[config.mk]
export PLATFORM = sky130hd
export DESIGN_NAME = bwbg_isqrt
export DESIGN_NICKNAME = d
export VERILOG_FILES = /design/src/hw/rtl/bwbg_isqrt.sv
export SDC_FILE = /design/constraint.sdc
export NUM_CORES = 1
export LEC_CHECK = 0
export BUFFER_PORTS_ARGS = -buffer_cell sky130_fd_sc_hd__buf_4
export CORE_ASPECT_RATIO = 1.1
export CORE_UTILIZATION = 25
export DETAILED_ROUTE_END_ITERATION = 6
export PLACE_DENSITY_LB_ADDON = 0.05
export SLEW_MARGIN = 20
export SYNTH_ARGS = -nofsm -noshare
export SYNTH_HDL_FRONTEND = slang
export SYNTH_SLANG_ARGS = --single-unit
[constraint.sdc]
create_clock -name clk -period 7.9 [get_ports clk]
set_clock_uncertainty 0.05 [all_clocks]
set_input_delay 1.58 -clock clk [delete_from_list [all_inputs] [get_ports clk]]
set_output_delay 1.58 -clock clk [all_outputs]
set_load 0.02 [all_outputs]
[src/hw/rtl/bwbg_isqrt.sv]
// Bit-serial integer square root, one result bit per cycle.
// Depends on nothing but its ports.
module bwbg_isqrt (
	input  logic        clk,
	input  logic        arst_n,
	input  logic        go,
	input  logic [41:0] radicand,
	output logic        done,
	output logic [20:0] root
);
	logic [41:0] rem_q;
	logic [41:0] res_q;
	logic [41:0] bit_q;
	logic        run_q;
	logic [42:0] trial;

	assign trial = {1'b0, res_q} + {1'b0, bit_q};
	assign root  = res_q[20:0];

	always_ff @(posedge clk or negedge arst_n) begin
		if (!arst_n) begin
			run_q <= 1'b0;
			done  <= 1'b0;
		end else begin
			done <= 1'b0;
			if (go) begin
				rem_q <= radicand;
				res_q <= '0;
				bit_q <= 42'h1 << 40;
				run_q <= 1'b1;
			end else if (run_q) begin
				// one trial subtract per step
				if ({1'b0, rem_q} >= trial) begin
					rem_q <= rem_q - trial[41:0];
					res_q <= (res_q >> 1) + bit_q;
				end else begin
					res_q <= res_q >> 1;
				end
				bit_q <= bit_q >> 2;
				if (bit_q[0]) begin
					run_q <= 1'b0;
					done  <= 1'b1;
				end
			end
		end
	end
endmodule

## Yosys cells after proc, flatten, opt, wreduce, memory -nomap -nowiden

Index checks and enable logic that the tools add are counted.

- Register bits: 128
- Bits of input ports: 45
- Output and inout bits: 22

- $add $sub $neg: 3
- Magnitude comparators: 1
- Muxes and demuxes: 12
- Reductions and logical operators: 3

Operators with widths:

| kind | count |
|---|---|
| $mux W42 | 6 |
| $add A42 B42 Y43 | 1 |
| $ge A42 B43 Y1 | 1 |
| $add A41 B42 Y42 | 1 |
| $sub A42 B42 Y42 | 1 |
| $mux W1 | 6 |
| $reduce_bool A2 Y1 | 2 |
| $reduce_and A3 Y1 | 1 |

## Logic depth before layout (Yosys ltp)

Gate-level depths: netlist of the first run.

- Word-level depth: 5
- Depth in mapped cells: 26
- Mapped depth without buffers: 24

## Worst setup path after synthesis of the first run

OpenSTA, ideal clock, no wires.

- Path type: flip-flop to flip-flop
- Start: reg res_q[7]
- End: reg rem_q[0], enable pin
- Library setup time: 446 ps
- Arrival time: 6196 ps
- Data required time: 7404 ps
- Slack: 1208 ps
- Cell stages (with the launch flop): 23
- Path buffers: 2
- Clock period less this slack: 6692 ps
- Path through: edfxtp_1 -> ha_1 -> a2111o_1 -> o2111ai_2 -> and3b_1 -> a21oi_1 -> or2_2 -> a31oi_1 -> o21bai_1 -> a21oi_1 -> xor2_1 -> ha_1 -> clkbuf_1 -> nand4_1 -> nor3_1 -> nand3_1 -> nor2_1 -> or3_1 -> o221ai_2 -> nor2_1 -> buf_4 -> a21oi_1 -> nor2b_1

- Cells in the longest elaborated chain, start to end: 4

RTL lines:

| what | line | RTL |
|---|---|---|
| start: declaration | 12 | `logic [41:0] res_q;` |
| start signal: assignment | 35 | `res_q <= (res_q >> 1) + bit_q;` |
| start signal: assignment | 37 | `res_q <= res_q >> 1;` |
| $add A42 B42 Y43 | 17 | `assign trial = {1'b0, res_q} + {1'b0, bit_q};` |
| $ge A42 B43 Y1 | 33 | `if ({1'b0, rem_q} >= trial) begin` |
| $reduce_bool A2 Y1 (no line) | - |  |
| $reduce_and A3 Y1 (no line) | - |  |
| end signal: assignment | 27 | `rem_q <= radicand;` |
| end signal: assignment | 34 | `rem_q <= rem_q - trial[41:0];` |
| end: declaration | 11 | `logic [41:0] rem_q;` |

No other way between the ends.
A chain may end at the register's enable or synchronous reset.

## Final worst setup path of the first run

- Start: reg res_q[1]
- End: reg rem_q[40], enable pin

Same word-level chain as after synthesis.

==> results.tsv, run 1 <==
stage	metric	value	unit
logic_synthesis	synth_edf_count	126	
timing	finalMaxSlewViolations	0	
worst_setup_path	path_cells	ha_1, a211oi_1, nor2_1, o31ai_1, nand2_1, a221oi_2, o21ai_1, a41oi_1, nand2b_1, xnor2_1, ha_1, nand4_1, nor3_1, nand3_1, nor2_1, or3_1, o221ai_2, nor2_4, a21oi_1, nor2b_4, buf_12	
logic_synthesis	syn_inst	1419	
timing	finalSetupViolations	0	
power	p_leak	0.00596	uW
cts	cts_tree	done	
cts	clock_path_buffers	2	
worst_setup_path	worstPathMaxFanout	42	
logic_synthesis	avgSynthCellArea	8.84	um2
worst_setup_path	crit_arrival	7.29	ns
worst_setup_path	start_kind	flop	
power	cellPowerDensity	319	nW/um2
global_route	grt_max_degree	98	
global_route	grt-ovfl-total	0	
drt	ant_nets	0	
placement	place_congestion	0.832	
die	core	49200	um2
placement	dp_hpwl	31.9	mm
drt	wire_per_inst	19.9	um
placement	place_ws	0.694	ns
die	die_x	216	um
placement	numPortBuffers	66	
cells_and_area	mostFrequentLayoutCells	a21oi_1 (142), edfxtp_1 (126), nand2_1 (125), ha_1 (125), nor2_1 (124)	
run_status	status	finished, final reports clean	
cells_and_area	drive_gt1_frac	0.0858	
drt	drtIter0Drc	489	
cts	clk_pin_slew_worst_paths	0.07	ns
cts	htree_levels	4	
worst_setup_path	critPathCaptureType	flop	
timing	fin_crit_sh	0.907	
cells_and_area	finalNetCount	1605	
logic_synthesis	syn_nets	1592	
timing	setup_ws	0.733	ns
timing	tightest_slew	1.09	ns
logic_synthesis	ys_seq_elements	128	
timing	rsz0062_at_grt	no	
job	cap_violations	0	
logic_synthesis	synth_async_sr_flop_share	0.0156	
drt	post-route-drc-count	0	
cells_and_area	fin_area	14200	um2
logic_synthesis	ys_types	72	
cells_and_area	fillers	5246	
timing	fmax	140	MHz
die	rows	85	
cts	clk_latency	0.50	ns
cells_and_area	antenna_cells	0	
drt	route.vias.total	10400	
worst_setup_path	required	8.02	ns
cts	post_cts_resized	0	
timing	period_minus_slack	7.17	ns
logic_synthesis	syn_area	12500	um2
cells_and_area	mostFrequentLayoutCell	a21oi_1	
cells_and_area	final_core_util	0.288	
placement	dpl-instance-area	13600	um2
hold_path	hp-class	reg2reg	
worst_setup_path	slowest_stage	o31ai_1	
drt	dr.pass1.iters	5	
global_route	track_usage	0.168	
logic_synthesis	yosysSeqAreaShare	0.306	
die	fp.dieH	237	um
worst_setup_path	max_stage_delay	0.88	ns
die	num_io_pins	67	
logic_synthesis	ys_warn_count	0	
die	dieArea	51100	um2
global_route	grt_pass1_wl	64.2	mm
timing	hold_violations	0	
power	total_power	4520	uW
drt	wl	41.7	mm
power	peakVddDrop	0.000188	V
cts	postCtsHoldBufs	0	
cts	numCtsBuffers	17	
global_route	antenna_found_initial	0	
worst_setup_path	crit_type	reg2reg	
timing	final.setup.tns	0	ns
global_route	grt_pass1_vias	10500	
drt	avgViaCountPerCell	4.98	
cts	clock-root-buffer	clkbuf_16	
worst_setup_path	cp_num_buf_inv	1	
cts	cts_setup_buffers	0	
logic_synthesis	synth-main-ff-cell	edfxtp_1	
cts	cts_num_sinks	128	
die	initial_core_util	0.255	
cells_and_area	area_growth	13.1	%
worst_setup_path	crit_family	simple AND/OR/NAND/NOR gates	
timing	maxSlewHeadroom	0.270	
[worst reg2reg max path: cells and delay by family (launching register included)]
family | cells | cell delay (ns)
xor gates and xnor gates | 1 | 0.16
buffers and inverters | 1 | 0.25
adders and majority gates | 2 | 0.74
DFF | 1 | 0.50
AOI/OAI and AO/OA | 7 | 2.50
and+or+nand+nor | 10 | 2.57
[final cells by class]
type,count,area (um2),share of cell area
clock buffer,18,429,0.0303
sequential,128,3840,0.271
tap,652,816,0.0575
clock inverter,14,195,0.0138
multi-input combinational,1169,8170,0.576
inverter,43,161,0.0114
timing repair buffer,73,577,0.0407
[registers in the layout, summed over array words and instances, names as in the netlist]
name,flops
res_q,42
bit_q,42
done,1
rem_q,42
run_q,1
[synthesized netlist by cell type (all sizes together), types with 3 or more instances]
library cell    n  area [um2]
inv            43         161
or3            10        62.6
o31ai           6        45.0
o21bai         23         173
o2111ai         5        50.0
nor3b           6        45.0
and3           16         100
nand2b         12        75.1
nand2         125         469
edfxtp        126        3780
buf            34         223
nor3           22         110
mux2            3        33.8
nor2b          14        87.6
a41oi           4        35.0
nand3          16        80.1
o21a           21         158
a31oi          12        75.1
ha            125        1560
clkbuf         45         169
a21oi         144         728
a211o           3        26.3
nor4            4        25.0
xnor2          57         499
xor2           48         420
a21o           63         473
fa              3        60.1
mux2i          69         691
and4            5        43.8
or2             5        31.3
nor2          125         469
o21ai          96         480
o21ba           3        30.0
a311oi          8        76.3
and2            3        18.8
a2111oi         4        35.0
a211oi         42         325
o211ai         13        97.6
nand4          17         106
nand3b          5        37.5
[stage by stage]
| stage | hold slack (ns) | instances |
|---|---|---|
| CTS | 0.620 | 2097 |
| global placement | 0.608 | 2065 |
| floorplan | 0.526 | 1419 |
| global route | 0.662 | 2097 |
| finish | 0.628 | 2097 |
| detailed placement | 0.602 | 2065 |
[final timing paths]
path | slack, ns | startpoint | to | cells after the start
min in group asynchronous | 1.15 | arst_n | run_q$_DFF_PN0_ | 1
worst max register to register | 0.73 | res_q[1]$_SDFFCE_PP0P_ | rem_q[40]$_DFFE_PP_ | 21
worst max-delay path | 0.73 | res_q[1]$_SDFFCE_PP0P_ | rem_q[40]$_DFFE_PP_ | 21
worst min register to register | 0.63 | bit_q[0]$_SDFFCE_PP0P_ | done$_DFF_PN0_ | 2
worst min-delay path | 0.63 | bit_q[0]$_SDFFCE_PP0P_ | done$_DFF_PN0_ | 2
max in group asynchronous | 6.07 | arst_n | run_q$_DFF_PN0_ | 1
[per-layer routing]
layer | vias up | share of wire | routed length [um] | global-route usage
li1 | 5331 | - | - | -
met1 | 4980 | 0.49 | 20400 | 0.223
met2 | 104 | 0.47 | 19400 | 0.270
met3 | 34 | 0.027 | 1110 | 0.0365
met4 | 0 | 0.017 | 715 | 0.0505
met5 | - | 0 | 0 | 0
[kinds of logic (layout without fill, tap and decap cells)]
logic type | count (synthesis) | after routing | synth area share
AO/OA/AOI/OAI | 471 | 471 | 0.243
XOR/XNOR | 105 | 105 | 0.0733
adder cells (fa/ha/maj) | 128 | 128 | 0.130
buffers and inverters | 122 | 148 | 0.0441
flip-flops | 128 | 128 | 0.306
multiplexers | 72 | 72 | 0.0578
AND/OR/NAND/NOR | 393 | 393 | 0.146
[power breakdown]
part           leakage (uW)  internal, uW  switching [uW]  total (uW)
combinational       0.00438          1060            1500        2560
clock              0.000300           551             352         903
sequential          0.00128           935             121        1060
Note: power is estimated with default switching activity, not from simulation.
==> run 2, diff against run 1 <==
CORE_UTILIZATION = 47   (was 25)
==> run 2 against run 1 <==
Effect of this change: clock power fell by 9.4%; non-clock buffer count is the same; count of clock-buffer cells in the layout fell by 1; first-iteration DRC count is 21% higher; highest routed layer unchanged; via count increased by 1.5%; cell area shrank 3.1%; power down 3.5%; utilization rose by 24 points; register-to-register slack better by 0.61 ns.
==> results.tsv, run 2 (synthesized netlist as in run 1, its figures left out) <==
stage	metric	value	unit	change
global_route	grt_pass1_wl	53.8	mm	was 64.2 mm
drt	dr.pass1.iters	5		unchanged
cts	cts_tree	done		unchanged
power	cellPowerDensity	317	nW/um2	was 319 nW/um2
cts	clk_latency	0.45	ns	was 0.50 ns
timing	period_minus_slack	6.56	ns	was 7.17 ns
power	sequentialPowerShare	0.240		was 0.234
worst_setup_path	crit_arrival	6.65	ns	was 7.29 ns
cells_and_area	fillers	2496		was 5246
cts	clk_pin_slew_worst_paths	0.07	ns	about the same
cts	post_cts_resized	0		unchanged
worst_setup_path	crit_type	reg2reg		unchanged
timing	tightest_slew	0.892	ns	was 1.09 ns
drt	route.vias.total	10600		was 10400
global_route	antenna_found_initial	1		was 0
die	die_x	158	um	was 216 um
drt	ant_nets	0		unchanged
cts	cts_setup_buffers	0		unchanged
die	dieArea	27300	um2	was 51100 um2
timing	hold_violations	0		unchanged
die	initial_core_util	0.480		was 0.255
die	fp.dieH	173	um	was 237 um
placement	dp_hpwl	25.7	mm	was 31.9 mm
drt	wl	34.1	mm	was 41.7 mm
cts	clock_path_buffers	2		unchanged
worst_setup_path	required	7.99	ns	was 8.02 ns
cells_and_area	mostFrequentLayoutCell	a21oi_1		unchanged
worst_setup_path	critPathCaptureType	flop		unchanged
timing	fin_crit_sh	0.830		was 0.907
power	combinationalPowerShare	0.573		was 0.567
cts	postCtsHoldBufs	0		unchanged
timing	final.setup.tns	0	ns	unchanged
job	cap_violations	0		unchanged
global_route	grt_pass1_vias	10100		was 10500
timing	finalMaxSlewViolations	0		unchanged
hold_path	hp-class	reg2reg		unchanged
placement	place_congestion	0.910		was 0.832
worst_setup_path	startpoint	res_q[1]$_SDFFCE_PP0P_		unchanged
worst_setup_path	r2r_start	res_q[1]$_SDFFCE_PP0P_		unchanged
cells_and_area	area_growth	9.64	%	was 13.1%
cts	numCtsBuffers	17		unchanged
cells_and_area	reg.largest.list	bit_q x42, rem_q x42, res_q x42		unchanged
power	p_leak	0.00593	uW	was 0.00596 uW
cts	htree_levels	4		unchanged
power	peakVddDrop	0.000154	V	was 0.000188 V
worst_setup_path	worstPathMaxFanout	26		was 42
timing	fmax	152	MHz	was 140 MHz
power	switchingPower	1920	uW	was 1970 uW
run_status	status	finished, final reports clean		unchanged
global_route	track_usage	0.253		was 0.168
cts	cts_num_sinks	128		unchanged
drt	drtIter0Drc	590		was 489
global_route	grt-ovfl-total	0		unchanged
drt	post-route-drc-count	0		unchanged
worst_setup_path	start_kind	flop		unchanged
power	p_sw_frac	0.439		was 0.436
timing	setup_ws	1.34	ns	was 0.733 ns
power	intPower	2450	uW	was 2550 uW
timing	rsz0062_at_grt	no		unchanged
die	rows	62		was 85
cells_and_area	drive_gt1_frac	0.0893		was 0.0858
cts	clock-root-buffer	clkbuf_16		unchanged
drt	wire_per_inst	19.0	um	was 19.9 um
global_route	grt_max_degree	64		was 98
cells_and_area	mostFrequentLayoutCells	a21oi_1 (142), edfxtp_1 (126), nand2_1 (125), ha_1 (125), nor2_1 (124)		unchanged
timing	maxSlewHeadroom	0.399		was 0.270
timing	finalSetupViolations	0		unchanged
drt	avgViaCountPerCell	5.90		was 4.98
die	num_io_pins	67		unchanged
placement	place_ws	1.46	ns	was 0.694 ns
hold_path	worstHoldStart	bit_q[0]$_SDFFCE_PP0P_		unchanged
die	core	26100	um2	was 49200 um2
placement	numPortBuffers	66		unchanged
cells_and_area	finalNetCount	1605		unchanged
power	p_clk_frac	0.187		was 0.200
## run 2: final cells by class
cell class                 instances  area, um2  share of cell area
clock inverter                    15        161              0.0117
sequential                       128       3840               0.279
clock buffer                      17        425              0.0309
timing repair buffer              73        552              0.0401
multi-input combinational       1169       8170               0.594
tap                              352        440              0.0320
inverter                          43        161              0.0117
antenna                            1       2.50            0.000182
## run 2: per-stage QoR
| step | hold slack, ns | instances | area [um2] | power [uW] | utilization |
|---|---|---|---|---|---|
| floorplan | 0.526 | 1419 | 12500 | 2970 | - |
| global placement | 0.594 | 1765 | 13200 | 3520 | 0.503 |
| detailed placement | 0.602 | 1765 | 13200 | 3530 | 0.503 |
| CTS | 0.614 | 1797 | 13700 | 4370 | 0.526 |
| global route | 0.637 | 1797 | 13700 | 4690 | 0.526 |
| finish | 0.608 | 1798 | 13700 | 4360 | 0.526 |
## run 2: power by group through the flow
stage               clock (uW)  sequential, uW  combinational [uW]
floorplan                    0            1010                1970
global placement             0            1060                2470
detailed placement           0            1050                2480
CTS                        830            1050                2490
global route               849            1060                2780
finish                     818            1050                2500
## run 2: worst paths after layout
check	endpoint	slack [ns]	cells after the start
min reg2reg	done$_DFF_PN0_	0.61	2
min in group asynchronous	run_q$_DFF_PN0_	1.78	2
min	done$_DFF_PN0_	0.61	2
max reg2reg	rem_q[3]$_DFFE_PP_	1.34	21
max	rem_q[3]$_DFFE_PP_	1.34	21
max in group asynchronous	run_q$_DFF_PN0_	5.57	2
## run 2: worst max-delay path: stages (launching register included)
cell,delay (ns)
edfxtp_1,0.50
ha_1,0.36
a211oi_1,0.26
nor2_1,0.12
o31ai_1,0.69
nand2_1,0.14
a221oi_2,0.41
o21ai_1,0.16
a41oi_1,0.28
nand2b_1,0.10
xnor2_1,0.19
ha_1,0.41
nand4_1,0.16
nor3_1,0.45
nand3_1,0.19
nor2_1,0.13
or3_1,0.13
o221ai_2,0.20
nor2_4,0.16
a21oi_1,0.11
nor2b_4,0.72
buf_4,0.32
## run 2: layer usage
metal	share of wire	global-route usage	up-vias	wire, um
met4	0.018	0.0672	0	613
met2	0.45	0.404	218	15400
met1	0.49	0.355	5025	16900
li1	-	-	5328	-
met5	0	0	-	0
met3	0.038	0.0375	38	1300
==> run 3, diff against run 2 <==
ABC_AREA = 1   (was unset)
clock period = 6.4 ns   (was 7.9 ns; I/O delays follow)
==> run 3 against run 2 <==
Effect of this change: critical path depth rose by 5; cell area grew 13%; count of clock-buffer cells in the layout is the same; combinational power rose by 66%; synthesized cell count increased by 53%; sequential power is 26% higher; power rose by 48%; die area is 14% higher; non-clock buffer count up 1; setup slack worse by 0.62 ns; first-iteration DRC count increased by 120%; largest cell class unchanged.
==> results.tsv, run 3 <==
stage	metric	value	unit	change
timing	tightest_slew	0.896	ns	was 0.892 ns
die	rows	66		was 62
placement	numPortBuffers	66		unchanged
global_route	track_usage	0.325		was 0.253
worst_setup_path	cp_num_buf_inv	3		was 1
logic_synthesis	yosys.area.top_type	edfxtp_1		unchanged
power	cellPowerDensity	415	nW/um2	was 317 nW/um2
logic_synthesis	ys_seq_elements	128		unchanged
timing	hold_violations	0		unchanged
timing	rsz0062_at_grt	no		unchanged
logic_synthesis	syn_inst	2172		was 1419
die	core	29700	um2	was 26100 um2
logic_synthesis	yosysSeqAreaShare	0.269		was 0.306
drt	dr.pass1.iters	5		unchanged
global_route	antenna_found_initial	0		was 1
cts	post_cts_resized	0		unchanged
power	sequentialPowerShare	0.205		was 0.240
worst_setup_path	crit_arrival	5.72	ns	was 6.65 ns
cts	postCtsHoldBufs	0		unchanged
cells_and_area	fillers	3129		was 2496
cts	htree_levels	4		unchanged
power	switchingPower	3350	uW	was 1920 uW
drt	route.vias.total	14500		was 10600
logic_synthesis	syn_area	14300	um2	was 12500 um2
drt	wl	49.8	mm	was 34.1 mm
power	p_clk_frac	0.151		was 0.187
cts	cts_setup_buffers	0		unchanged
timing	finalMaxSlewViolations	0		unchanged
logic_synthesis	synth_area_leaders	edfxtp_1 (27%), nand2_1 (15%), ha_1 (11%)		was edfxtp_1 (30%), ha_1 (12%), a21oi_1 (5.7%)
placement	dp_cells	2560		was 1765
hold_path	whs_path_depth	2		unchanged
power	p_leak	0.00713	uW	was 0.00593 uW
logic_synthesis	avgSynthCellArea	6.57	um2	was 8.84 um2
hold_path	hp-class	reg2reg		unchanged
cells_and_area	mostFrequentLayoutCells	nand2_1 (582), nor2_1 (315), inv_1 (235)		was a21oi_1 (142), edfxtp_1 (126), nand2_1 (125), ha_1 (125), nor2_1 (124)
die	num_io_pins	67		unchanged
placement	place_ws	0.780	ns	was 1.46 ns
job	cap_violations	0		unchanged
cells_and_area	antenna_cells	0		was 1
worst_setup_path	crit_type	reg2reg		unchanged
cells_and_area	area_growth	8.89	%	was 9.64%
die	fp.dieH	185	um	was 173 um
cts	numCtsBuffers	17		unchanged
logic_synthesis	synthTopCellsByCount	nand2_1 (582), nor2_1 (317), inv_1 (236), o21ai_0 (156), a21oi_1 (149)		was a21oi_1 (142), edfxtp_1 (126), ha_1 (125), nand2_1 (125), nor2_1 (125)
drt	ant_nets	0		unchanged
power	intPower	3090	uW	was 2450 uW
placement	dp_hpwl	40.1	mm	was 25.7 mm
logic_synthesis	yosys.area.top_type_share	0.265		was 0.302
timing	maxSlewHeadroom	0.401		was 0.399
worst_setup_path	slowest_stage	buf_4		was nor2b_4
drt	post-route-drc-count	0		unchanged
cts	clock_path_buffers	2		unchanged
run_status	status	finished, final reports clean		unchanged
worst_setup_path	crit_cells	26		was 21
die	dieArea	31100	um2	was 27300 um2
drt	avgViaCountPerCell	5.61		was 5.90
cells_and_area	finalNetCount	2378		was 1605
die	die_x	168	um	was 158 um
cells_and_area	fin_area	15500	um2	was 13700 um2
logic_synthesis	syn_nets	2345		was 1592
drt	drtIter0Drc	1275		was 590
logic_synthesis	synth_async_sr_flop_share	0.0156		unchanged
logic_synthesis	ys_types	42		was 72
timing	period_minus_slack	5.68	ns	was 6.56 ns
worst_setup_path	rr_worst_depth	26		was 21
timing	hold_ws	0.575	ns	was 0.608 ns
global_route	grt-ovfl-total	0		unchanged
drt	wire_per_inst	19.2	um	was 19.0 um
cells_and_area	drive_gt1_frac	0.0631		was 0.0893
worst_setup_path	crit_family	simple AND/OR/NAND/NOR gates		unchanged
global_route	grt_pass1_wl	76.2	mm	was 53.8 mm
logic_synthesis	ys_warn_count	0		unchanged
global_route	grt_max_degree	62		was 64
power	p_sw_frac	0.521		was 0.439
power	peakVddDrop	0.000168	V	was 0.000154 V
cts	cts_tree	done		unchanged
cells_and_area	mostFrequentLayoutCell	nand2_1		was a21oi_1
worst_setup_path	critPathCaptureType	flop		unchanged
die	initial_core_util	0.480		about the same
logic_synthesis	yosysMostFrequentCell	nand2_1		was a21oi_1
timing	final.setup.tns	0	ns	unchanged
cells_and_area	reg.largest.list	bit_q x42, rem_q x42, res_q x42		unchanged
placement	place_congestion	1.08		was 0.910
cts	clk_latency	0.45	ns	about the same
cts	clock-root-buffer	clkbuf_16		unchanged
worst_setup_path	required	6.43	ns	was 7.99 ns
worst_setup_path	worstPathMaxFanout	42		was 26
worst_setup_path	start_kind	flop		unchanged
worst_setup_path	max_stage_delay	0.50	ns	was 0.72 ns
cts	cts_num_sinks	128		unchanged
cells_and_area	final_cells	2592		was 1798
power	combinationalPowerShare	0.643		was 0.573
timing	fmax	176	MHz	was 152 MHz
logic_synthesis	synth-main-ff-cell	edfxtp_1		unchanged
timing	finalSetupViolations	0		unchanged
global_route	grt_pass1_vias	14100		was 10100
worst_setup_path	ff2ff_setup_slack	0.72	ns	was 1.34 ns
logic_synthesis	synth_edf_count	126		unchanged
worst_setup_path	crit_top_cell	nand2_1		
timing	fin_crit_sh	0.888		was 0.830
timing	setup_ws	0.717	ns	was 1.34 ns
cts	clk_pin_slew_worst_paths	0.07	ns	about the same
placement	dpl-instance-area	15000	um2	was 13200 um2
[run 3: changes by cell type after synthesis, moves of 19 or more]
cell and delta:
a211oi_1 -40, inv_1 +193, nand2_1 +457, a21o_1 -46, nor2_1 +192, nand3_1 +126
o21ai_0 +64, clkbuf_1 -21, mux2i_1 -69, nand3b_1 +19
[run 3: tightest hold or removal path: stages, from the launching register on]
cell	delay, ns
edfxtp_1	0.39
nand2_1	0.06
o21ai_0	0.06
[run 3: area by class of cell]
| cell class | instances | area (um2) | area share |
|---|---|---|---|
| multi-input cells | 1740 | 9200 | 0.592 |
| flip-flops and latches | 128 | 3830 | 0.247 |
| inverters | 244 | 916 | 0.0590 |
| repair buffers | 74 | 556 | 0.0358 |
| well taps | 374 | 468 | 0.0301 |
| clock buffers | 17 | 425 | 0.0274 |
| clock inverters | 15 | 134 | 0.00862 |
[run 3: layer usage]
metal  share of wire  global-route usage
met3           0.048              0.0434
met1            0.43               0.396
met5               0                   0
met2            0.49               0.572
met4           0.040               0.144
[run 3: worst paths after layout]
path	to	from
hold reg to reg	res_q[0]$_SDFFCE_PP0P_	res_q[0]$_SDFFCE_PP0P_
hold / removal	res_q[0]$_SDFFCE_PP0P_	res_q[0]$_SDFFCE_PP0P_
setup reg to reg	rem_q[0]$_DFFE_PP_	bit_q[0]$_SDFFCE_PP0P_
max in group asynchronous	run_q$_DFF_PN0_	arst_n
setup / recovery	rem_q[0]$_DFFE_PP_	bit_q[0]$_SDFFCE_PP0P_
min in group asynchronous	done$_DFF_PN0_	arst_n
[run 3: through the flow]
| stage | util | power (uW) |
|---|---|---|
| 6_report | 0.522 | 6440 |
| 5_1_grt | 0.522 | 6940 |
| 4_1_cts | 0.522 | 6390 |
| 3_5_place_dp | 0.504 | 5390 |
| 3_3_place_gp | 0.504 | 5390 |
| 2_1_floorplan | - | 4260 |
[run 3: logic make-up (layout without fill, tap and decap cells)]
kind of cell / Yosys count / count (layout) / share of synthesized area
XOR/XNOR: 76 / 76 / 0.0467
buffers and inverters: 304 / 350 / 0.0878
adder cells (fa/ha/maj): 128 / 128 / 0.114
flip-flops: 128 / 128 / 0.269
AO/OA/AOI/OAI: 397 / 397 / 0.151
AND/OR/NAND/NOR: 1139 / 1139 / 0.332
[run 3: power by group through the flow]
stage,sequential (uW),combinational [uW],clock (uW)
4_1_cts,1320,4080,985
6_report,1320,4140,974
3_3_place_gp,1330,4060,0
3_5_place_dp,1330,4060,0
5_1_grt,1340,4600,1010
2_1_floorplan,1260,3000,0
